--- src/rtl/modexp_pkg.sv ---
// ----------------------------------------------------------------------------
// modexp_pkg
// Shared types for the modular exponentiation block.
// ----------------------------------------------------------------------------
package modexp_pkg;

   // status of the bit-serial modular multiplier
   typedef struct packed {
      logic busy;
      logic done;
   } mul_stat_type;

endpackage

--- src/rtl/modexp_mulmod.sv ---
// ----------------------------------------------------------------------------
// modexp_mulmod
// Bit-serial interleaved modular multiplier: product = a * b mod m, with
// a <= m and m > 0, one bit of b per cycle from the most significant.
// ----------------------------------------------------------------------------
module modexp_mulmod #(
   parameter int VALUE_BITS = 31
) (
   input  logic                         clock,
   input  logic                         reset,
   input  logic                         start,
   input  logic [VALUE_BITS-1:0]        op_a,
   input  logic [VALUE_BITS-1:0]        op_b,
   input  logic [VALUE_BITS-1:0]        op_m,
   output modexp_pkg::mul_stat_type     stat,
   output logic [VALUE_BITS-1:0]        product
);
   import modexp_pkg::*;

   localparam int CNT_W = $clog2(VALUE_BITS);

   logic [VALUE_BITS-1:0] a_ff;
   logic [VALUE_BITS-1:0] b_ff;
   logic [VALUE_BITS-1:0] m_ff;
   logic [VALUE_BITS-1:0] r_ff;
   logic [VALUE_BITS-1:0] r_in;
   logic [CNT_W-1:0]      cnt_ff;
   logic                  busy_ff;
   logic                  done_ff;

   logic [VALUE_BITS:0] dbl;
   logic [VALUE_BITS:0] dbl_red;
   logic [VALUE_BITS:0] sum;
   logic [VALUE_BITS:0] sum_red;
   logic [VALUE_BITS:0] m_ext;
   logic [VALUE_BITS:0] addend;

   // r stays below m: double and fold, then add and fold
   always_comb begin
      m_ext   = {1'b0, m_ff};
      dbl     = {r_ff, 1'b0};
      dbl_red = (dbl >= m_ext) ? (dbl - m_ext) : dbl;
      addend  = b_ff[VALUE_BITS-1] ? {1'b0, a_ff} : '0;
      sum     = dbl_red + addend;
      sum_red = (sum >= m_ext) ? (sum - m_ext) : sum;
      r_in    = sum_red[VALUE_BITS-1:0];
   end

   always_ff @(posedge clock) begin
      if (reset) begin
         busy_ff <= 1'b0;
         done_ff <= 1'b0;
         cnt_ff  <= '0;
      end else begin
         done_ff <= 1'b0;
         if (start && !busy_ff) begin
            busy_ff <= 1'b1;
            cnt_ff  <= CNT_W'(VALUE_BITS - 1);
            a_ff    <= op_a;
            b_ff    <= op_b;
            m_ff    <= op_m;
            r_ff    <= '0;
         end else if (busy_ff) begin
            r_ff <= r_in;
            b_ff <= {b_ff[VALUE_BITS-2:0], 1'b0};
            if (cnt_ff == '0) begin
               busy_ff <= 1'b0;
               done_ff <= 1'b1;
            end else begin
               cnt_ff <= cnt_ff - 1'b1;
            end
         end
      end
   end

   assign stat.busy = busy_ff;
   assign stat.done = done_ff;
   assign product   = r_ff;

   a_done_not_busy: assert property (@(posedge clock) disable iff (reset)
      done_ff |-> !busy_ff)
      else $error("multiplier done while busy");

   a_done_pulse: assert property (@(posedge clock) disable iff (reset)
      done_ff |=> !done_ff)
      else $error("multiplier done held longer than one cycle");

   a_rem_bound: assert property (@(posedge clock) disable iff (reset)
      (busy_ff && m_ff != '0 && a_ff <= m_ff) |-> (r_ff < m_ff))
      else $error("partial remainder not below modulus");

endmodule

--- src/rtl/modular_exponentiation_top.sv ---
// ----------------------------------------------------------------------------
// modular_exponentiation_top
// Right-to-left square-and-multiply: base ^ exponent mod modulus.
// ----------------------------------------------------------------------------
// one shared bit-serial multiplier does every reduction
// one item at a time: req_stall is high from accept until the result is queued
// zero exponent or zero modulus skips the multiplier and goes straight to ST_FINISH
// reset (synchronous) clears the sequencer and the output valid
module modular_exponentiation_top #(
   parameter int VALUE_BITS = 31,
   parameter int EXP_BITS   = 63
) (
   input  logic                  clock,
   input  logic                  reset,
   input  logic                  req_valid,
   output logic                  req_stall,
   input  logic [VALUE_BITS-1:0] req_base,
   input  logic [EXP_BITS-1:0]   req_exponent,
   input  logic [VALUE_BITS-1:0] req_modulus,
   output logic                  rsp_valid,
   input  logic                  rsp_stall,
   output logic [VALUE_BITS-1:0] rsp_power_result
);
   import modexp_pkg::*;

   typedef enum logic [2:0] {
      ST_IDLE,
      ST_REDUCE,
      ST_STEP,
      ST_ACC,
      ST_SQ,
      ST_FINISH
   } state_type;

   state_type             state_ff;
   logic [EXP_BITS-1:0]   exp_ff;
   logic [VALUE_BITS-1:0] mod_ff;
   logic [VALUE_BITS-1:0] acc_ff;
   logic [VALUE_BITS-1:0] sq_ff;
   logic [VALUE_BITS-1:0] result_ff;
   logic                  rsp_valid_ff;
   logic [VALUE_BITS-1:0] rsp_result_ff;

   logic                  mul_start_ff;
   logic [VALUE_BITS-1:0] mul_a_ff;
   logic [VALUE_BITS-1:0] mul_b_ff;
   mul_stat_type          mul_stat;
   logic [VALUE_BITS-1:0] mul_product;

   modexp_mulmod #(
      .VALUE_BITS(VALUE_BITS)
   ) u_mulmod (
      .clock   (clock),
      .reset   (reset),
      .start   (mul_start_ff),
      .op_a    (mul_a_ff),
      .op_b    (mul_b_ff),
      .op_m    (mod_ff),
      .stat    (mul_stat),
      .product (mul_product)
   );

   always_ff @(posedge clock) begin
      if (reset) begin
         state_ff     <= ST_IDLE;
         rsp_valid_ff <= 1'b0;
         mul_start_ff <= 1'b0;
      end else begin
         mul_start_ff <= 1'b0;
         if (rsp_valid_ff && !rsp_stall) begin
            rsp_valid_ff <= 1'b0;
         end
         case (state_ff)
            ST_IDLE: begin
               if (req_valid) begin
                  exp_ff <= req_exponent;
                  mod_ff <= req_modulus;
                  if (req_exponent == '0) begin
                     result_ff <= VALUE_BITS'(1);
                     state_ff  <= ST_FINISH;
                  end else if (req_modulus == '0) begin
                     result_ff <= '0;
                     state_ff  <= ST_FINISH;
                  end else begin
                     // bring the base below the modulus as 1 * base
                     mul_a_ff     <= VALUE_BITS'(1);
                     mul_b_ff     <= req_base;
                     mul_start_ff <= 1'b1;
                     state_ff     <= ST_REDUCE;
                  end
               end
            end
            ST_REDUCE: begin
               if (mul_stat.done) begin
                  sq_ff    <= mul_product;
                  acc_ff   <= VALUE_BITS'(1);
                  state_ff <= ST_STEP;
               end
            end
            ST_STEP: begin
               if (exp_ff == '0) begin
                  result_ff <= acc_ff;
                  state_ff  <= ST_FINISH;
               end else if (exp_ff[0]) begin
                  mul_a_ff     <= sq_ff;
                  mul_b_ff     <= acc_ff;
                  mul_start_ff <= 1'b1;
                  state_ff     <= ST_ACC;
               end else begin
                  mul_a_ff     <= sq_ff;
                  mul_b_ff     <= sq_ff;
                  mul_start_ff <= 1'b1;
                  state_ff     <= ST_SQ;
               end
            end
            ST_ACC: begin
               if (mul_stat.done) begin
                  acc_ff       <= mul_product;
                  mul_a_ff     <= sq_ff;
                  mul_b_ff     <= sq_ff;
                  mul_start_ff <= 1'b1;
                  state_ff     <= ST_SQ;
               end
            end
            ST_SQ: begin
               if (mul_stat.done) begin
                  sq_ff    <= mul_product;
                  exp_ff   <= exp_ff >> 1;
                  state_ff <= ST_STEP;
               end
            end
            ST_FINISH: begin
               // wait for the output register to free up
               if (!rsp_valid_ff || !rsp_stall) begin
                  rsp_valid_ff  <= 1'b1;
                  rsp_result_ff <= result_ff;
                  state_ff      <= ST_IDLE;
               end
            end
            default: begin
               state_ff <= ST_IDLE;
            end
         endcase
      end
   end

   assign req_stall        = (state_ff != ST_IDLE);
   assign rsp_valid        = rsp_valid_ff;
   assign rsp_power_result = rsp_result_ff;

   a_start_when_free: assert property (@(posedge clock) disable iff (reset)
      mul_start_ff |-> !mul_stat.busy)
      else $error("multiplier started while busy");

   a_done_in_wait: assert property (@(posedge clock) disable iff (reset)
      mul_stat.done |-> (state_ff == ST_REDUCE || state_ff == ST_ACC ||
                         state_ff == ST_SQ))
      else $error("multiplier result arrived outside a wait state");

   a_mod_nonzero: assert property (@(posedge clock) disable iff (reset)
      (mul_start_ff || mul_stat.busy) |-> (mod_ff != '0))
      else $error("multiplier running with zero modulus");

   a_reset_clear: assert property (@(posedge clock) disable iff (reset)
      $past(reset) |-> !rsp_valid_ff)
      else $error("output valid set right after reset");

endmodule
--- config.mk ---
export PLATFORM = sky130hd
export DESIGN_NAME = modular_exponentiation_top
export DESIGN_NICKNAME = d
export VERILOG_FILES = /design/src/rtl/modexp_pkg.sv /design/src/rtl/modexp_mulmod.sv /design/src/rtl/modular_exponentiation_top.sv
export SDC_FILE = /design/constraint.sdc
export NUM_CORES = 1
export LEC_CHECK = 0
export ABC_AREA = 1
export BUFFER_PORTS_ARGS = -buffer_cell sky130_fd_sc_hd__buf_2
export CAP_MARGIN = 20
export CORE_ASPECT_RATIO = 1.4
export CORE_MARGIN = 4
export CORE_UTILIZATION = 25
export CTS_CLUSTER_DIAMETER = 40
export DETAILED_ROUTE_END_ITERATION = 6
export SLEW_MARGIN = 20
export SYNTH_ARGS = -nofsm -noshare
export SYNTH_HDL_FRONTEND = slang
export SYNTH_SLANG_ARGS = --single-unit
--- constraint.sdc ---
create_clock -name clock -period 18.95 [get_ports clock]
set_clock_uncertainty 0.1 [all_clocks]
set_input_delay 5.685 -clock clock [delete_from_list [all_inputs] [get_ports clock]]
set_output_delay 5.685 -clock clock [all_outputs]
set_load 0.02 [all_outputs]
## Yosys cells after proc, flatten, opt, wreduce, memory -nomap -nowiden

Index checks and enable logic that the tools add are counted.

| storage, ports and cells | value |
|---|---|
| memories kept | 0 |
| register bits | 416 |
| bits in writable memories | 0 |
| logic and storage cells | 131 |
| input bits | 129 |
| ROM bits | 0 |
| output and inout port bits | 33 |
| bits in latches | 0 |

| operators by class | value |
|---|---|
| equality and inequality tests | 17 |
| mux-type cells | 54 |
| shifts and indexed selects | 0 |
| reduce and logical (&&, ||, !) cells | 32 |
| $lt $le $gt $ge | 2 |
| multipliers | 0 |
| add/sub/neg operators | 4 |
| divide/modulo/power cells | 0 |
| bitwise logic cells | 3 |

Operators by type and width:

| operator | count |
|---|---|
| 2-to-1 mux 31 bit | 21 |
| case mux 31 bit (3 select lines) | 2 |
| logical NOT 63 bit | 2 |
| 2-to-1 mux 63 bit | 2 |
| case mux 63 bit (2 select lines) | 1 |
| case mux 31 bit (2 select lines) | 2 |
| greater-or-equal comparator 32 x 31 -> 1 bit | 2 |
| adder 32 x 31 -> 32 bit | 1 |
| 2-to-1 mux 32 bit | 1 |
| subtractor 32 x 31 -> 32 bit | 1 |
| logical NOT 31 bit | 1 |
| subtractor 31 bit | 1 |
| 2-to-1 mux 3 bit | 8 |
| 2-to-1 mux 5 bit | 3 |
| case mux 3 bit (5 select lines) | 1 |
| 2-to-1 mux 1 bit | 12 |
| inequality test 2 bit (second input constant) | 6 |
| AND reduction 4 bit | 3 |
| inequality test 2 x 1 -> 1 bit (second input constant) | 5 |
| AND reduction 3 bit | 3 |
| AND reduction 2 bit | 4 |
| nonzero test 2 bit | 4 |
| AND reduction 7 bit | 1 |
| == test 3 x 2 -> 1 bit (second input constant) | 2 |
| other kinds (15) | 23 |

## Depth between registers and ports, before layout

Gate-level depths: netlist (run 1).

| depth | value |
|---|---|
| depth in word-level cells | 6 |
| gate-level depth with buffers | 44 |
| gate-level depth less buffers | 41 |

## Hierarchy

Synthesis (run 1) repeated with hierarchy kept, for this count alone.

| second synthesis, totals | value |
|---|---|
| cell total of the unflattened synthesis | 2712 |
| area, all modules | 23421.2 um^2 |

Modules (own cells, without submodules):

| module | cells each | seq. area each (um^2) | instances | area each (um^2) |
|---|---|---|---|---|
| modular_exponentiation_top | 1040 | 8508.2 | 1 | 11803.8 |
| modexp_mulmod | 1672 | 3863.7 | 1 | 11617.4 |

## Least setup slack after synthesis (run 1)

Ideal clock, no wire load.

| timing | value |
|---|---|
| kind | input -> register |
| from | in req_valid |
| to | reg exp_ff[0] (enable) |
| required time | 18.030 ns |
| arrival | 15.522 ns |
| path slack | 2.507 ns |
| library setup time | 0.820 ns |
| path buffers | 0 |
| stages | 2 |
| path through | nor2_1 a2111oi_0 |

| on the way | value |
|---|---|
| word-level cells in the longest chain between the ends | 2 |

Ends and longest elaborated chain:

| what | RTL line | source |
|---|---|---|
| from (decl) | modular_exponentiation_top.sv:15 | `input logic req_valid,` |
| inequality test 2 bit (no source line) | - |  |
| AND reduction 4 bit (no source line) | - |  |
| to (signal assigned) | modular_exponentiation_top.sv:76 | `exp_ff <= req_exponent;` |
| to (signal assigned) | modular_exponentiation_top.sv:128 | `exp_ff <= exp_ff >> 1;` |
| to (decl) | modular_exponentiation_top.sv:36 | `logic [EXP_BITS-1:0] exp_ff;` |

Every way passes these cells.
A chain may end at the register's enable or synchronous reset.

## Worst setup path in the final report (run 1)

| timing | value |
|---|---|
| from | reg state_ff[2] |
| to | out req_stall |

| on the way | value |
|---|---|
| word-level cells in the longest chain between the ends | 1 |

Ends and longest elaborated chain:

| what | RTL line | source |
|---|---|---|
| from (decl) | modular_exponentiation_top.sv:35 | `state_type state_ff;` |
| from (signal assigned) | modular_exponentiation_top.sv:65 | `state_ff <= ST_IDLE;` |
| from (signal assigned) | modular_exponentiation_top.sv:80 | `state_ff <= ST_FINISH;` |
| from (signal assigned) | modular_exponentiation_top.sv:83 | `state_ff <= ST_FINISH;` |
| nonzero test 3 bit | modular_exponentiation_top.sv:147 | `assign req_stall = (state_ff != ST_IDLE);` |
| to (decl) | modular_exponentiation_top.sv:16 | `output logic req_stall,` |

Every way passes these cells.

==> results of run 1 <==
-- cell families after synthesis --
| family | Yosys count | share of synthesized area, % |
|---|---|---|
| AOI/OAI and AO/OA | 312 | 7.69 |
| buffers and inverters | 470 | 7.91 |
| and+or+nand+nor | 1264 | 22.6 |
| DFF | 416 | 53.7 |
| adders and majority gates | 97 | 5.37 |
| xor gates and xnor gates | 72 | 2.74 |
-- how the worst min path moves through the flow --
stage	start	to	depth (start not counted)
5_1_grt	result_ff[14]$_SDFFCE_PN0P_	rsp_power_result[14]$_DFFE_PP_	0
3_5_place_dp	result_ff[12]$_SDFFCE_PN0P_	rsp_power_result[12]$_DFFE_PP_	0
3_3_place_gp	mul_a_ff[27]$_SDFFCE_PP0P_	u_mulmod.a_ff[27]$_DFFE_PP_	0
4_1_cts	mul_a_ff[0]$_SDFFCE_PP1P_	u_mulmod.a_ff[0]$_DFFE_PP_	0
6_report	mul_a_ff[0]$_SDFFCE_PP1P_	u_mulmod.a_ff[0]$_DFFE_PP_	0
2_1_floorplan	result_ff[0]$_DFFE_PP_	rsp_power_result[0]$_DFFE_PP_	0
-- area by class of cell --
class	count	area [um^2]	share of cell area [%]
well taps	1197	1500	5.50
clock buffers	63	1430	5.24
flip-flops and latches	416	12400	45.4
multi-input cells	1745	8920	32.8
clock inverters	41	512	1.88
inverters	400	1500	5.51
repair buffers	181	1010	3.70
-- per-layer routing --
metal  up-vias  wire, um  part of all wire, %  global-route usage (%)
met5         -         0                    0                       0
met4         0      2720                  4.2                    5.41
met3       121      2470                  3.8                    1.71
met2       354     33100                   51                    23.7
met1      8203     27100                   41                    15.4
li1       9029         -                    -                       -
-- flip-flops by register name, indices dropped and copies added, names as in the netlist --
| register | cells |
|---|---|
| mul_a_ff | 31 |
| u_mulmod.m_ff | 31 |
| mul_b_ff | 31 |
| u_mulmod.product | 31 |
| sq_ff | 31 |
| acc_ff | 31 |
| u_mulmod.a_ff | 31 |
| state_ff | 3 |
| u_mulmod.cnt_ff | 5 |
| mod_ff | 31 |
| u_mulmod.done_ff | 1 |
| u_mulmod.b_ff | 31 |
| rsp_valid | 1 |
| mul_start_ff | 1 |
| rsp_power_result | 31 |
| exp_ff | 63 |
| u_mulmod.busy_ff | 1 |
| result_ff | 31 |
-- stage by stage --
step,setup slack [ps],cells
after floorplan,2510,2631
after global placement,10030,3936
after detailed placement,9980,3936
after CTS,10650,4040
after global routing,10510,4043
final,11050,4043
-- layout by cell type (no fill, tap or decap), types with 5 or more instances in the layout --
cell type                    Yosys  final
sky130_fd_sc_hd__nor2_4          1      5
sky130_fd_sc_hd__buf_4           2     17
sky130_fd_sc_hd__inv_6           0      9
sky130_fd_sc_hd__clkbuf_1       49      7
sky130_fd_sc_hd__o21ai_0       118    118
sky130_fd_sc_hd__buf_2           9    161
sky130_fd_sc_hd__nor4_1         35     34
sky130_fd_sc_hd__xor2_1         53     53
sky130_fd_sc_hd__edfxtp_1      404    404
sky130_fd_sc_hd__nor3_1         23     22
sky130_fd_sc_hd__dfxtp_1        12     12
sky130_fd_sc_hd__inv_2           4      5
sky130_fd_sc_hd__o21bai_1       20     20
sky130_fd_sc_hd__clkinvlp_4      0     10
sky130_fd_sc_hd__nand2_1       753    753
sky130_fd_sc_hd__a21o_1          6      6
sky130_fd_sc_hd__a31oi_1         8      8
sky130_fd_sc_hd__nand3_1        69     69
sky130_fd_sc_hd__nand4_1        54     54
sky130_fd_sc_hd__nand2_2        12     12
sky130_fd_sc_hd__xnor2_1        19     19
sky130_fd_sc_hd__a21oi_1       110    108
sky130_fd_sc_hd__clkbuf_16       0     56
sky130_fd_sc_hd__clkinv_2        0      5
sky130_fd_sc_hd__inv_1         395    394
sky130_fd_sc_hd__o211ai_1       33     33
sky130_fd_sc_hd__nor2_1        295    289
sky130_fd_sc_hd__nand3b_1        7      7
sky130_fd_sc_hd__bufinv_16       0      7
sky130_fd_sc_hd__ha_1           94     94
==> report_table.html, run 1 <==
<table>
<tr><th>Metric</th><th>Value</th></tr>
<tr><th colspan="2">Clocking</th></tr>
<tr><td>CTS clock-pin slew for the worst setup and hold paths</td><td>70 ps</td></tr>
<tr><td>Clock tree from TritonCTS</td><td>built</td></tr>
<tr><td>Insertion delay of the later-clocked pin in the worst-skew pair</td><td>630 ps</td></tr>
<tr><td>Sinks on the clock net</td><td>416</td></tr>
<tr><td>Inserted Clock Buffers</td><td>55</td></tr>
<tr><td>Resize count post-CTS</td><td>0</td></tr>
<tr><td>Maximum root-to-sink buffer count</td><td>3</td></tr>
<tr><td>Number of levels in the clock H-tree</td><td>2</td></tr>
<tr><td>Number of post-CTS setup repair buffers</td><td>0</td></tr>
<tr><td>Count of hold buffers inserted by post-cts repair</td><td>0</td></tr>
<tr><td>Master cell of the clock root buffer</td><td>sky130_fd_sc_hd__clkbuf_16</td></tr>
<tr><th colspan="2">Detailed routing</th></tr>
<tr><td>Routed Antenna Nets</td><td>0</td></tr>
<tr><td>Drt pass-1 iters</td><td>5</td></tr>
<tr><td>Via/cell ratio</td><td>4.38</td></tr>
<tr><td>WL per Instance</td><td>16.2 um</td></tr>
<tr><td>Final routed DRC violation total</td><td>0</td></tr>
<tr><td>Final routed wirelength across all metal layers</td><td>65,400 um</td></tr>
<tr><td>Total via count after detailed routing</td><td>17,707</td></tr>
<tr><td>Violation count after the first detailed-routing iteration</td><td>1,010</td></tr>
<tr><th colspan="2">Worst setup path</th></tr>
<tr><td>Worst EP required</td><td>13,160 ps</td></tr>
<tr><td>Worst reg2reg path endpoint</td><td>u_mulmod.product[23]$_SDFFCE_PP0P_</td></tr>
<tr><td>R2R cell count</td><td>38</td></tr>
<tr><td>Number of cells on the critical path</td><td>5</td></tr>
<tr><td>Kind of start point of the critical path</td><td>flop</td></tr>
<tr><td>Largest fanout of any net on the critical path</td><td>6</td></tr>
<tr><td>Start point of the critical path</td><td>state_ff[2]$_SDFFE_PP0P_</td></tr>
<tr><td>Worst path max stage delay</td><td>390 ps</td></tr>
<tr><td>Critical path destination</td><td>req_stall</td></tr>
<tr><td>Crit path capture type</td><td>primary output</td></tr>
<tr><td>Buffering stage count on the worst path with inverters included</td><td>3</td></tr>
<tr><td>Cell repeated most along the worst path</td><td>sky130_fd_sc_hd__inv_1</td></tr>
<tr><td>Arrival time of the worst setup path</td><td>2120 ps</td></tr>
<tr><td>Slowest cell on the critical path</td><td>sky130_fd_sc_hd__dfxtp_1</td></tr>
<tr><td>Family with the most delay on the worst path</td><td>buffers and inverters</td></tr>
<tr><td>Flop2flop setup slack</td><td>11,220 ps</td></tr>
<tr><td>Category of the most critical setup path</td><td>reg2out</td></tr>
<tr><td>Cells along the critical path</td><td>inv_1 &gt; nand2_1 &gt; nor2_1 &gt; inv_1 &gt; buf_2</td></tr>
<tr><td>R2r startpoint</td><td>u_mulmod.product[6]$_SDFFCE_PP0P_</td></tr>
<tr><th colspan="2">Synth</th></tr>
<tr><td>Cell Area, Synth</td><td>23,000 um^2</td></tr>
<tr><td>Share of the synthesized area in the top cell type</td><td>52.7%</td></tr>
<tr><td>Proportion of register bits with asynchronous set or reset after synthesis</td><td>0%</td></tr>
<tr><td>Count of unique library cells instantiated by Yosys</td><td>46</td></tr>
<tr><td>Post-synthesis instance total</td><td>2,631</td></tr>
<tr><td>Synth area leader</td><td>sky130_fd_sc_hd__edfxtp_1</td></tr>
<tr><td>Library cell with the highest instance count after synthesis</td><td>sky130_fd_sc_hd__nand2_1</td></tr>
<tr><td>Synthesized net count</td><td>2,857</td></tr>
<tr><td>Number of register bits inferred by synthesis</td><td>416</td></tr>
<tr><td>Cell types occupying the most area after synthesis</td><td>sky130_fd_sc_hd__edfxtp_1, sky130_fd_sc_hd__nand2_1, sky130_fd_sc_hd__inv_1</td></tr>
<tr><td>Syn avg cell area</td><td>8.75 um^2</td></tr>
<tr><td>Most frequent cells after synthesis</td><td>sky130_fd_sc_hd__nand2_1, sky130_fd_sc_hd__edfxtp_1, sky130_fd_sc_hd__inv_1</td></tr>
<tr><td>Most used flip-flop cell after synthesis</td><td>sky130_fd_sc_hd__edfxtp_1</td></tr>
<tr><td>Number of synthesized flops with an enable pin</td><td>404</td></tr>
<tr><td>Number of warnings issued by yosys</td><td>0</td></tr>
<tr><td>Sequential area share after synthesis</td><td>53.7%</td></tr>
<tr><th colspan="2">Job</th></tr>
<tr><td>Max-cap violations</td><td>0</td></tr>
<tr><th colspan="2">Timing</th></tr>
<tr><td>Count of final setup violators</td><td>0</td></tr>
<tr><td>Setup repair after global routing missed its margin</td><td>no</td></tr>
<tr><td>Pins over their slew limit</td><td>0</td></tr>
<tr><td>Max Clock Freq</td><td>127 MHz</td></tr>
<tr><td>Final number of hold-violating endpoints</td><td>0</td></tr>
<tr><td>Tmin final</td><td>7900 ps</td></tr>
<tr><td>Final Hold Slack</td><td>296 ps</td></tr>
<tr><td>Actual slew at the worst max-slew pin</td><td>1110 ps</td></tr>
<tr><td>Period utilisation layout</td><td>41.7%</td></tr>
<tr><td>Worst-case headroom to the max-slew limit</td><td>25.5%</td></tr>
<tr><td>Setup TNS after final layout</td><td>0 ps</td></tr>
<tr><th colspan="2">Die</th></tr>
<tr><td>Standard-cell row count</td><td>131</td></tr>
<tr><td>Placeable core area</td><td>91,300 um^2</td></tr>
<tr><td>Height of the chip</td><td>367 um</td></tr>
<tr><td>I/O pin count</td><td>162</td></tr>
<tr><td>Chip Width</td><td>265 um</td></tr>
<tr><td>Die area</td><td>97,100 um^2</td></tr>
<tr><td>Starting density of the core</td><td>25.2%</td></tr>
<tr><th colspan="2">Layout</th></tr>
<tr><td>Number of diodes added for antenna fixing</td><td>0</td></tr>
<tr><td>Ratio of cells with drive above 1 in the final layout</td><td>11.2%</td></tr>
<tr><td>FILL cells</td><td>9,599</td></tr>
<tr><td>Relative area change from synthesis to final layout</td><td>18.3%</td></tr>
<tr><td>Post-route cell area</td><td>27,200 um^2</td></tr>
<tr><td>Share of the core filled with cells</td><td>29.8%</td></tr>
<tr><td>Count of nets after finishing</td><td>3,025</td></tr>
<tr><th colspan="2">Global route</th></tr>
<tr><td>Congestion Overflow GR</td><td>0</td></tr>
<tr><td>Number of global-route vias before repair</td><td>17,990</td></tr>
<tr><td>Maximum number of pins on one net before global-route repair</td><td>85</td></tr>
<tr><td>Wire length of the first global-routing pass</td><td>99,300 um</td></tr>
<tr><td>Total Routing Usage GR</td><td>13.0%</td></tr>
<tr><td>Number of antenna violations at the first check in global routing</td><td>1</td></tr>
<tr><th colspan="2">Placed design</th></tr>
<tr><td>PortBufs</td><td>161</td></tr>
<tr><td>Post-detail-place hpwl</td><td>51,000 um</td></tr>
<tr><td>Weighted congestion at the end of routability-driven global placement</td><td>0.914</td></tr>
<tr><td>Cell area after placement</td><td>25,200 um^2</td></tr>
<tr><th colspan="2">Run status</th></tr>
<tr><td>Status</td><td>complete, no violations</td></tr>
<tr><th colspan="2">Worst hold path</th></tr>
<tr><td>Worst min path class</td><td>reg2reg</td></tr>
</table>
Power of run 1 is not shown: default switching activity piles up to over one toggle a cycle in this logic, so the estimate is an artifact.
==> run 2: changes to the inputs <==
- ABC_AREA: 1 -> 0
- clock period: 18.95 -> 6.95 ns (I/O delays scaled with it)
==> run 2 against run 1 <==
Effect of this change: clock-buffer cell count fell by 9; core utilization up 3.8 points; hold slack worse by 5.3 ps; critical endpoint is now u_mulmod.product[5]$_SDFFCE_PP0P_; design area is 5.9% higher; cell count is 14% lower; routed wire length fell by 5.7%; area after synthesis shrank 5.9%; die area decreased by 5.7%; global-route usage hardly changed; synthesized cell count fell by 30%.
==> report_table.html, run 2 <==
<table>
<tr><th>Metric</th><th>Value</th></tr>
<tr><th colspan="2">Run status</th></tr>
<tr><td>Status</td><td>complete, no violations</td></tr>
<tr><th colspan="2">Global route</th></tr>
<tr><td>Congestion Overflow GR</td><td>0 (unchanged)</td></tr>
<tr><td>Maximum number of pins on one net before global-route repair</td><td>92 (+8.2%)</td></tr>
<tr><td>Number of antenna violations at the first check in global routing</td><td>0 (-1)</td></tr>
<tr><td>Total Routing Usage GR</td><td>13.0% (about the same)</td></tr>
<tr><td>Number of global-route vias before repair</td><td>16,536 (-8.1%)</td></tr>
<tr><td>Wire length of the first global-routing pass</td><td>93,800 um (-5.6%)</td></tr>
<tr><th colspan="2">Synth</th></tr>
<tr><td>Synth area leader</td><td>sky130_fd_sc_hd__edfxtp_1</td></tr>
<tr><td>Count of unique library cells instantiated by Yosys</td><td>82 (+78%)</td></tr>
<tr><td>Number of register bits inferred by synthesis</td><td>416 (unchanged)</td></tr>
<tr><td>Cell Area, Synth</td><td>21,700 um^2 (-5.9%)</td></tr>
<tr><td>Post-synthesis instance total</td><td>1,849 (-30%)</td></tr>
<tr><td>Most frequent cells after synthesis</td><td>sky130_fd_sc_hd__edfxtp_1, sky130_fd_sc_hd__nand2_1, sky130_fd_sc_hd__a21oi_1</td></tr>
<tr><td>Sequential area share after synthesis</td><td>57.1% (+3.4 points)</td></tr>
<tr><td>Number of synthesized flops with an enable pin</td><td>404 (unchanged)</td></tr>
<tr><td>Cell types occupying the most area after synthesis</td><td>sky130_fd_sc_hd__edfxtp_1, sky130_fd_sc_hd__ha_1, sky130_fd_sc_hd__nand2_1</td></tr>
<tr><td>Proportion of register bits with asynchronous set or reset after synthesis</td><td>0% (unchanged)</td></tr>
<tr><td>Synthesized net count</td><td>2,075 (-27%)</td></tr>
<tr><td>Number of warnings issued by yosys</td><td>0 (unchanged)</td></tr>
<tr><td>Syn avg cell area</td><td>11.7 um^2 (+34%)</td></tr>
<tr><td>Library cell with the highest instance count after synthesis</td><td>sky130_fd_sc_hd__edfxtp_1</td></tr>
<tr><td>Share of the synthesized area in the top cell type</td><td>56.0% (+3.3 points)</td></tr>
<tr><td>Most used flip-flop cell after synthesis</td><td>sky130_fd_sc_hd__edfxtp_1</td></tr>
<tr><th colspan="2">Layout</th></tr>
<tr><td>Register with the most flip-flops</td><td>exp_ff</td></tr>
<tr><td>Most frequent cells in the layout</td><td>sky130_fd_sc_hd__edfxtp_1, sky130_fd_sc_hd__buf_4, sky130_fd_sc_hd__nand2_1, sky130_fd_sc_hd__buf_2, sky130_fd_sc_hd__a21oi_1</td></tr>
<tr><td>Post-route cell area</td><td>28,800 um^2 (+5.9%)</td></tr>
<tr><td>FILL cells</td><td>8,568 (-11%)</td></tr>
<tr><td>Relative area change from synthesis to final layout</td><td>33.1%</td></tr>
<tr><td>Most common cell after layout, fill and taps aside</td><td>sky130_fd_sc_hd__edfxtp_1</td></tr>
<tr><td>Number of diodes added for antenna fixing</td><td>0 (unchanged)</td></tr>
<tr><td>Ratio of cells with drive above 1 in the final layout</td><td>34.2% (+23 points)</td></tr>
<tr><td>Max FFs per register</td><td>63 (unchanged)</td></tr>
<tr><td>Count of nets after finishing</td><td>2,564 (-15%)</td></tr>
<tr><th colspan="2">Die</th></tr>
<tr><td>Chip Width</td><td>257 um (-2.9%)</td></tr>
<tr><td>Placeable core area</td><td>85,800 um^2 (-6.0%)</td></tr>
<tr><td>Die area</td><td>91,500 um^2 (-5.7%)</td></tr>
<tr><td>I/O pin count</td><td>162 (unchanged)</td></tr>
<tr><td>Height of the chip</td><td>356 um (-2.9%)</td></tr>
<tr><td>Standard-cell row count</td><td>127 (-3.1%)</td></tr>
<tr><td>Starting density of the core</td><td>25.3% (+0.031 points)</td></tr>
<tr><th colspan="2">Placed design</th></tr>
<tr><td>Cell area after placement</td><td>26,100 um^2 (+3.6%)</td></tr>
<tr><td>Weighted congestion at the end of routability-driven global placement</td><td>0.843 (-7.8%)</td></tr>
<tr><td>PortBufs</td><td>161 (unchanged)</td></tr>
<tr><td>Post-detail-place hpwl</td><td>45,800 um (-10%)</td></tr>
<tr><th colspan="2">Detailed routing</th></tr>
<tr><td>Final routed wirelength across all metal layers</td><td>61,700 um (-5.7%)</td></tr>
<tr><td>Via/cell ratio</td><td>4.63 (+5.7%)</td></tr>
<tr><td>Routed Antenna Nets</td><td>0 (unchanged)</td></tr>
<tr><td>Drt pass-1 iters</td><td>5 (unchanged)</td></tr>
<tr><td>Violation count after the first detailed-routing iteration</td><td>885 (-12%)</td></tr>
<tr><td>WL per Instance</td><td>17.8 um (+9.8%)</td></tr>
<tr><td>Final routed DRC violation total</td><td>0 (unchanged)</td></tr>
<tr><td>Total via count after detailed routing</td><td>16,083 (-9.2%)</td></tr>
<tr><th colspan="2">Worst setup path</th></tr>
<tr><td>Kind of start point of the critical path</td><td>flop</td></tr>
<tr><td>Start point of the critical path</td><td>u_mulmod.product[6]$_SDFFCE_PP0P_</td></tr>
<tr><td>Worst EP required</td><td>7160 ps (-6000 ps)</td></tr>
<tr><td>Slowest cell on the critical path</td><td>sky130_fd_sc_hd__a221o_1</td></tr>
<tr><td>Worst reg2reg path endpoint</td><td>u_mulmod.product[5]$_SDFFCE_PP0P_</td></tr>
<tr><td>Largest fanout of any net on the critical path</td><td>22 (+16)</td></tr>
<tr><td>R2r startpoint</td><td>u_mulmod.product[6]$_SDFFCE_PP0P_</td></tr>
<tr><td>Category of the most critical setup path</td><td>reg2reg</td></tr>
<tr><td>R2R cell count</td><td>32 (-16%)</td></tr>
<tr><td>Cell repeated most along the worst path</td><td>sky130_fd_sc_hd__o21ai_2</td></tr>
<tr><td>Crit path capture type</td><td>flop</td></tr>
<tr><td>Critical path destination</td><td>u_mulmod.product[5]$_SDFFCE_PP0P_</td></tr>
<tr><td>Worst path max stage delay</td><td>420 ps (+30 ps)</td></tr>
<tr><td>Flop2flop setup slack</td><td>180 ps (-11,040 ps)</td></tr>
<tr><td>Arrival time of the worst setup path</td><td>6980 ps (+4860 ps)</td></tr>
<tr><th colspan="2">Clocking</th></tr>
<tr><td>Clock tree from TritonCTS</td><td>built</td></tr>
<tr><td>Insertion delay of the later-clocked pin in the worst-skew pair</td><td>620 ps (about the same)</td></tr>
<tr><td>Master cell of the clock root buffer</td><td>sky130_fd_sc_hd__clkbuf_16</td></tr>
<tr><td>Maximum root-to-sink buffer count</td><td>3 (unchanged)</td></tr>
<tr><td>Sinks on the clock net</td><td>416 (unchanged)</td></tr>
<tr><td>Count of hold buffers inserted by post-cts repair</td><td>0 (unchanged)</td></tr>
<tr><td>Number of levels in the clock H-tree</td><td>2 (unchanged)</td></tr>
<tr><td>Inserted Clock Buffers</td><td>48 (-13%)</td></tr>
<tr><td>CTS clock-pin slew for the worst setup and hold paths</td><td>60 ps (about the same)</td></tr>
<tr><th colspan="2">Timing</th></tr>
<tr><td>Worst-case headroom to the max-slew limit</td><td>36.0% (+10 points)</td></tr>
<tr><td>Max Clock Freq</td><td>148 MHz</td></tr>
<tr><td>Final number of hold-violating endpoints</td><td>0 (unchanged)</td></tr>
<tr><td>Actual slew at the worst max-slew pin</td><td>960 ps (-147 ps)</td></tr>
<tr><td>Pins over their slew limit</td><td>0 (unchanged)</td></tr>
<tr><td>Period utilisation layout</td><td>97.4%</td></tr>
<tr><td>Tmin final</td><td>6770 ps</td></tr>
<tr><td>Count of final setup violators</td><td>0 (unchanged)</td></tr>
<tr><th colspan="2">Worst hold path</th></tr>
<tr><td>Worst min path class</td><td>reg2reg</td></tr>
<tr><td>Worst Hold Depth</td><td>0 (unchanged)</td></tr>
<tr><th colspan="2">Job</th></tr>
<tr><td>Max-cap violations</td><td>0 (unchanged)</td></tr>
</table>
-- run 2: changes by cell type in the layout (fill, tap and decap cells not counted), sizes merged, moves of 65 or more --
cell / before / now
and2: 1 / 67
and3: 3 / 68
nand2: 765 / 206
nor2: 297 / 70
buf: 181 / 517
inv: 411 / 69
mux2: 0 / 65
-- run 2: worst min path at each step --
stage	from	to	slack [ps]
5_1_grt	mul_a_ff[20]$_SDFFCE_PP0P_	u_mulmod.a_ff[20]$_DFFE_PP_	310
6_report	mul_a_ff[13]$_SDFFCE_PP0P_	u_mulmod.a_ff[13]$_DFFE_PP_	290
4_1_cts	mul_a_ff[13]$_SDFFCE_PP0P_	u_mulmod.a_ff[13]$_DFFE_PP_	300
3_5_place_dp	result_ff[26]$_SDFFCE_PN0P_	rsp_power_result[26]$_DFFE_PP_	300
2_1_floorplan	result_ff[0]$_DFFE_PP_	rsp_power_result[0]$_DFFE_PP_	300
3_3_place_gp	mul_a_ff[24]$_SDFFCE_PP0P_	u_mulmod.a_ff[24]$_DFFE_PP_	300
-- run 2: cells by family (layout without fill, tap and decap cells) --
family	after synthesis	after routing	synth area share, %
fa+ha+maj	97	97	5.70
compound gates	402	402	11.8
simple gates	613	613	14.5
flops	416	416	57.1
buf+inv	144	672	2.83
mux	99	99	4.95
xor+xnor	78	78	3.15
-- run 2: cell type report --
type	instances	area [um^2]	share of cell area, %
multi-input combinational	1289	9570	33.2
sequential	416	12400	42.9
timing repair buffer	519	3640	12.6
clock inverter	35	423	1.47
clock buffer	54	1230	4.28
inverter	64	240	0.833
tap	1096	1370	4.75
-- run 2: critical path: cells and delay by family, from the launching register on --
family                   cells  cell delay (ps)
AO/OA/AOI/OAI               18             3590
adder cells (fa/ha/maj)      3              720
buffers and inverters        5              690
AND/OR/NAND/NOR              4              450
flip-flops                   1              390
multiplexers                 1              320
XOR/XNOR                     1              210
-- run 2: stage by stage --
step	hold slack (ps)	setup slack, ps	util, %	instances	TNS [ps]
2_1_floorplan	300	69.3	-	1849	0
3_3_place_gp	301	-337	30.5	3361	-6300
3_5_place_dp	305	-452	30.5	3361	-10910
4_1_cts	296	1.76	32.7	3456	0
5_1_grt	312	-130	33.6	3473	-2610
6_report	291	179	33.6	3473	0
-- run 2: routing by layer --
metal	part of all wire, %	up-vias	track usage, %
met5	0	-	0
met4	4.0	0	5.32
met3	3.9	108	1.79
met2	49	343	22.5
met1	43	7694	16.4
li1	-	7938	-
-- run 2: repair_timing --
item | in CTS | in global routing
setup endpoints to repair | 31 | 31
resized for setup | 38 | 130
endpoints found under the hold margin | 0 | 0
setup buffers | 6 | 19
gates cloned | 0 | 3
pin swaps | 22 | 83
Power of run 2 is left out for the same reason.
==> run 3: changes to the inputs <==
- CORE_ASPECT_RATIO: 1.4 -> 0.75
==> run 3 against run 2 <==
Effect of this change: fmax increased by 1.3%; routed wire length increased by 1.1%; hold slack improved by 18 ps; sequential share of layout area decreased by 0.21 points; clock-buffer cell count increased by 19; first-iteration DRC count increased by 66%; die area about the same; critical endpoint is now u_mulmod.product[25]$_SDFFCE_PP0P_; largest cell class unchanged.
==> report_table.html, run 3 (synthesis results as in run 2) <==
<table>
<tr><th>Metric</th><th>Value</th></tr>
<tr><th colspan="2">Worst setup path</th></tr>
<tr><td>Kind of start point of the critical path</td><td>flop</td></tr>
<tr><td>Cell repeated most along the worst path</td><td>sky130_fd_sc_hd__buf_4</td></tr>
<tr><td>Worst path max stage delay</td><td>430 ps (about the same)</td></tr>
<tr><td>Largest fanout of any net on the critical path</td><td>7 (-68%)</td></tr>
<tr><td>Slowest cell on the critical path</td><td>sky130_fd_sc_hd__edfxtp_1</td></tr>
<tr><td>Arrival time of the worst setup path</td><td>6920 ps (-60 ps)</td></tr>
<tr><td>Flop2flop setup slack</td><td>270 ps (+90 ps)</td></tr>
<tr><td>Worst EP required</td><td>7180 ps (+20 ps)</td></tr>
<tr><td>Category of the most critical setup path</td><td>reg2reg</td></tr>
<tr><td>Crit path capture type</td><td>flop</td></tr>
<tr><th colspan="2">Global route</th></tr>
<tr><td>Number of antenna violations at the first check in global routing</td><td>2 (+2)</td></tr>
<tr><td>Number of global-route vias before repair</td><td>15,543 (-6.0%)</td></tr>
<tr><td>Wire length of the first global-routing pass</td><td>93,300 um (-0.51%)</td></tr>
<tr><td>Global-route track usage on met2</td><td>17.1% (-5.5 points)</td></tr>
<tr><td>GR peak layer</td><td>met1</td></tr>
<tr><td>Congestion Overflow GR</td><td>0 (unchanged)</td></tr>
<tr><td>Routing usage on met1</td><td>21.3% (+4.8 points)</td></tr>
<tr><td>Total Routing Usage GR</td><td>13.2% (+0.13 points)</td></tr>
<tr><td>Maximum number of pins on one net before global-route repair</td><td>92 (unchanged)</td></tr>
<tr><td>Met3 usage</td><td>2.83% (+1.0 points)</td></tr>
<tr><th colspan="2">Layout</th></tr>
<tr><td>Max FFs per register</td><td>63 (unchanged)</td></tr>
<tr><td>Post-route cell area</td><td>29,000 um^2 (+0.49%)</td></tr>
<tr><td>Count of nets after finishing</td><td>2,512 (-2.0%)</td></tr>
<tr><td>Number of diodes added for antenna fixing</td><td>0 (unchanged)</td></tr>
<tr><td>Relative area change from synthesis to final layout</td><td>33.8%</td></tr>
<tr><td>Most frequent cells in the layout</td><td>sky130_fd_sc_hd__edfxtp_1, sky130_fd_sc_hd__buf_4, sky130_fd_sc_hd__nand2_1, sky130_fd_sc_hd__buf_2, sky130_fd_sc_hd__a21oi_1</td></tr>
<tr><td>Register with the most flip-flops</td><td>exp_ff</td></tr>
<tr><td>Most common cell after layout, fill and taps aside</td><td>sky130_fd_sc_hd__edfxtp_1</td></tr>
<tr><td>Ratio of cells with drive above 1 in the final layout</td><td>33.1% (-1.1 points)</td></tr>
<tr><td>FILL cells</td><td>8,598 (+0.35%)</td></tr>
<tr><th colspan="2">Timing</th></tr>
<tr><td>Setup TNS after final layout</td><td>0 ps (unchanged)</td></tr>
<tr><td>Tmin final</td><td>6680 ps (-87.4 ps)</td></tr>
<tr><td>Period utilisation layout</td><td>96.2% (-1.3 points)</td></tr>
<tr><td>Final Hold Slack</td><td>309 ps (+17.8 ps)</td></tr>
<tr><td>Actual slew at the worst max-slew pin</td><td>1070 ps (+110 ps)</td></tr>
<tr><td>Count of final setup violators</td><td>0 (unchanged)</td></tr>
<tr><td>Worst-case headroom to the max-slew limit</td><td>28.5% (-7.5 points)</td></tr>
<tr><td>Max Clock Freq</td><td>150 MHz (+1.3%)</td></tr>
<tr><td>Pins over their slew limit</td><td>0 (unchanged)</td></tr>
<tr><td>Final number of hold-violating endpoints</td><td>0 (unchanged)</td></tr>
<tr><th colspan="2">Die</th></tr>
<tr><td>Height of the chip</td><td>263 um (-26%)</td></tr>
<tr><td>I/O pin count</td><td>162 (unchanged)</td></tr>
<tr><td>Starting density of the core</td><td>25.2% (about the same)</td></tr>
<tr><td>Chip Width</td><td>348 um (+35%)</td></tr>
<tr><td>Die area</td><td>91,500 um^2 (about the same)</td></tr>
<tr><td>Standard-cell row count</td><td>93 (-27%)</td></tr>
<tr><td>Placeable core area</td><td>85,900 um^2 (about the same)</td></tr>
<tr><th colspan="2">Clocking</th></tr>
<tr><td>Clock tree from TritonCTS</td><td>built</td></tr>
<tr><td>Sinks on the clock net</td><td>416 (unchanged)</td></tr>
<tr><td>Count of hold buffers inserted by post-cts repair</td><td>0 (unchanged)</td></tr>
<tr><td>Inserted Clock Buffers</td><td>67 (+40%)</td></tr>
<tr><td>Number of levels in the clock H-tree</td><td>3 (+1)</td></tr>
<tr><td>Insertion delay of the later-clocked pin in the worst-skew pair</td><td>620 ps (about the same)</td></tr>
<tr><td>Master cell of the clock root buffer</td><td>sky130_fd_sc_hd__clkbuf_16</td></tr>
<tr><td>CTS clock-pin slew for the worst setup and hold paths</td><td>50 ps (about the same)</td></tr>
<tr><td>Maximum root-to-sink buffer count</td><td>3 (unchanged)</td></tr>
<tr><th colspan="2">Detailed routing</th></tr>
<tr><td>Total via count after detailed routing</td><td>16,311 (+1.4%)</td></tr>
<tr><td>Drt pass-1 iters</td><td>5 (unchanged)</td></tr>
<tr><td>WL per Instance</td><td>17.9 um (+0.86%)</td></tr>
<tr><td>Violation count after the first detailed-routing iteration</td><td>1,466 (+66%)</td></tr>
<tr><td>Via/cell ratio</td><td>4.69 (+1.2%)</td></tr>
<tr><td>Final routed DRC violation total</td><td>0 (unchanged)</td></tr>
<tr><td>Routed Antenna Nets</td><td>0 (unchanged)</td></tr>
<tr><td>Final routed wirelength across all metal layers</td><td>62,400 um (+1.1%)</td></tr>
<tr><th colspan="2">Job</th></tr>
<tr><td>Max-cap violations</td><td>0 (unchanged)</td></tr>
<tr><th colspan="2">Placed design</th></tr>
<tr><td>Post-detail-place hpwl</td><td>45,600 um (-0.44%)</td></tr>
<tr><td>PortBufs</td><td>161 (unchanged)</td></tr>
<tr><td>Weighted congestion at the end of routability-driven global placement</td><td>0.916 (+8.6%)</td></tr>
<tr><td>Cell area after placement</td><td>25,600 um^2 (-2.1%)</td></tr>
<tr><th colspan="2">Run status</th></tr>
<tr><td>Status</td><td>complete, no violations</td></tr>
<tr><th colspan="2">Worst hold path</th></tr>
<tr><td>Worst min path class</td><td>reg2reg</td></tr>
</table>
==> run 3: cell types whose count changed in the layout (fill, tap and decap cells not counted), sizes merged <==
cell	previous run	this run
buf	517	445
bufinv	2	10
clkbuf	56	76
clkinv	24	20
clkinvlp	4	9
inv	69	76
==> run 3: layout make-up <==
type	count	area (um^2)	share of cell area, %
Clock buffer	73	1720	5.93
Clock inverter	51	706	2.43
Inverter	64	240	0.829
Multi-Input combinational cell	1289	9450	32.6
Sequential cell	416	12400	42.7
Tap cell	1140	1430	4.92
Timing Repair Buffer	448	3080	10.6
==> run 3: timing repair <==
action	4_1_cts	5_1_grt
gates cloned	1	3
resized for setup	38	114
endpoints found under the setup margin	31	31
pin swaps	12	67
setup buffers	1	24
==> run 3: worst max-delay path, delay by kind of cell (launching register included) <==
family / cells / cell delay, ps
flip-flops: 1 / 430
AO/OA/AOI/OAI: 16 / 3300
buffers and inverters: 5 / 720
AND/OR/NAND/NOR: 7 / 560
adder cells (fa/ha/maj): 3 / 930
XOR/XNOR: 2 / 400
==> run 3: metal layers <==
layer	part of all wire [%]	vias up	routed length, um
met2	39	544	24400
met3	7.0	87	4350
li1	-	7889	-
met4	2.2	0	1350
met1	52	7791	32300
met5	0	-	0
==> run 3: stage by stage <==
step                util [%]  std cells  setup slack, ps
CTS                     32.9       3456             7.21
finish                  33.8       3481              266
global placement        29.8       3330             -128
global route            33.8       3481             -110
floorplan                  -       1849             69.3
detailed placement      29.8       3330             -340
==> run 3: path summary, 6_finish.rpt <==
path / cells after the start / endpoint / start
worst max register to register: 33 / u_mulmod.product[25]$_SDFFCE_PP0P_ / u_mulmod.product[0]$_SDFFCE_PP0P_
worst max-delay path: 33 / u_mulmod.product[25]$_SDFFCE_PP0P_ / u_mulmod.product[0]$_SDFFCE_PP0P_
worst min register to register: 0 / rsp_power_result[10]$_DFFE_PP_ / result_ff[10]$_SDFFCE_PN0P_
worst min-delay path: 0 / rsp_power_result[10]$_DFFE_PP_ / result_ff[10]$_SDFFCE_PN0P_
Power of run 3 is left out for the same reason.
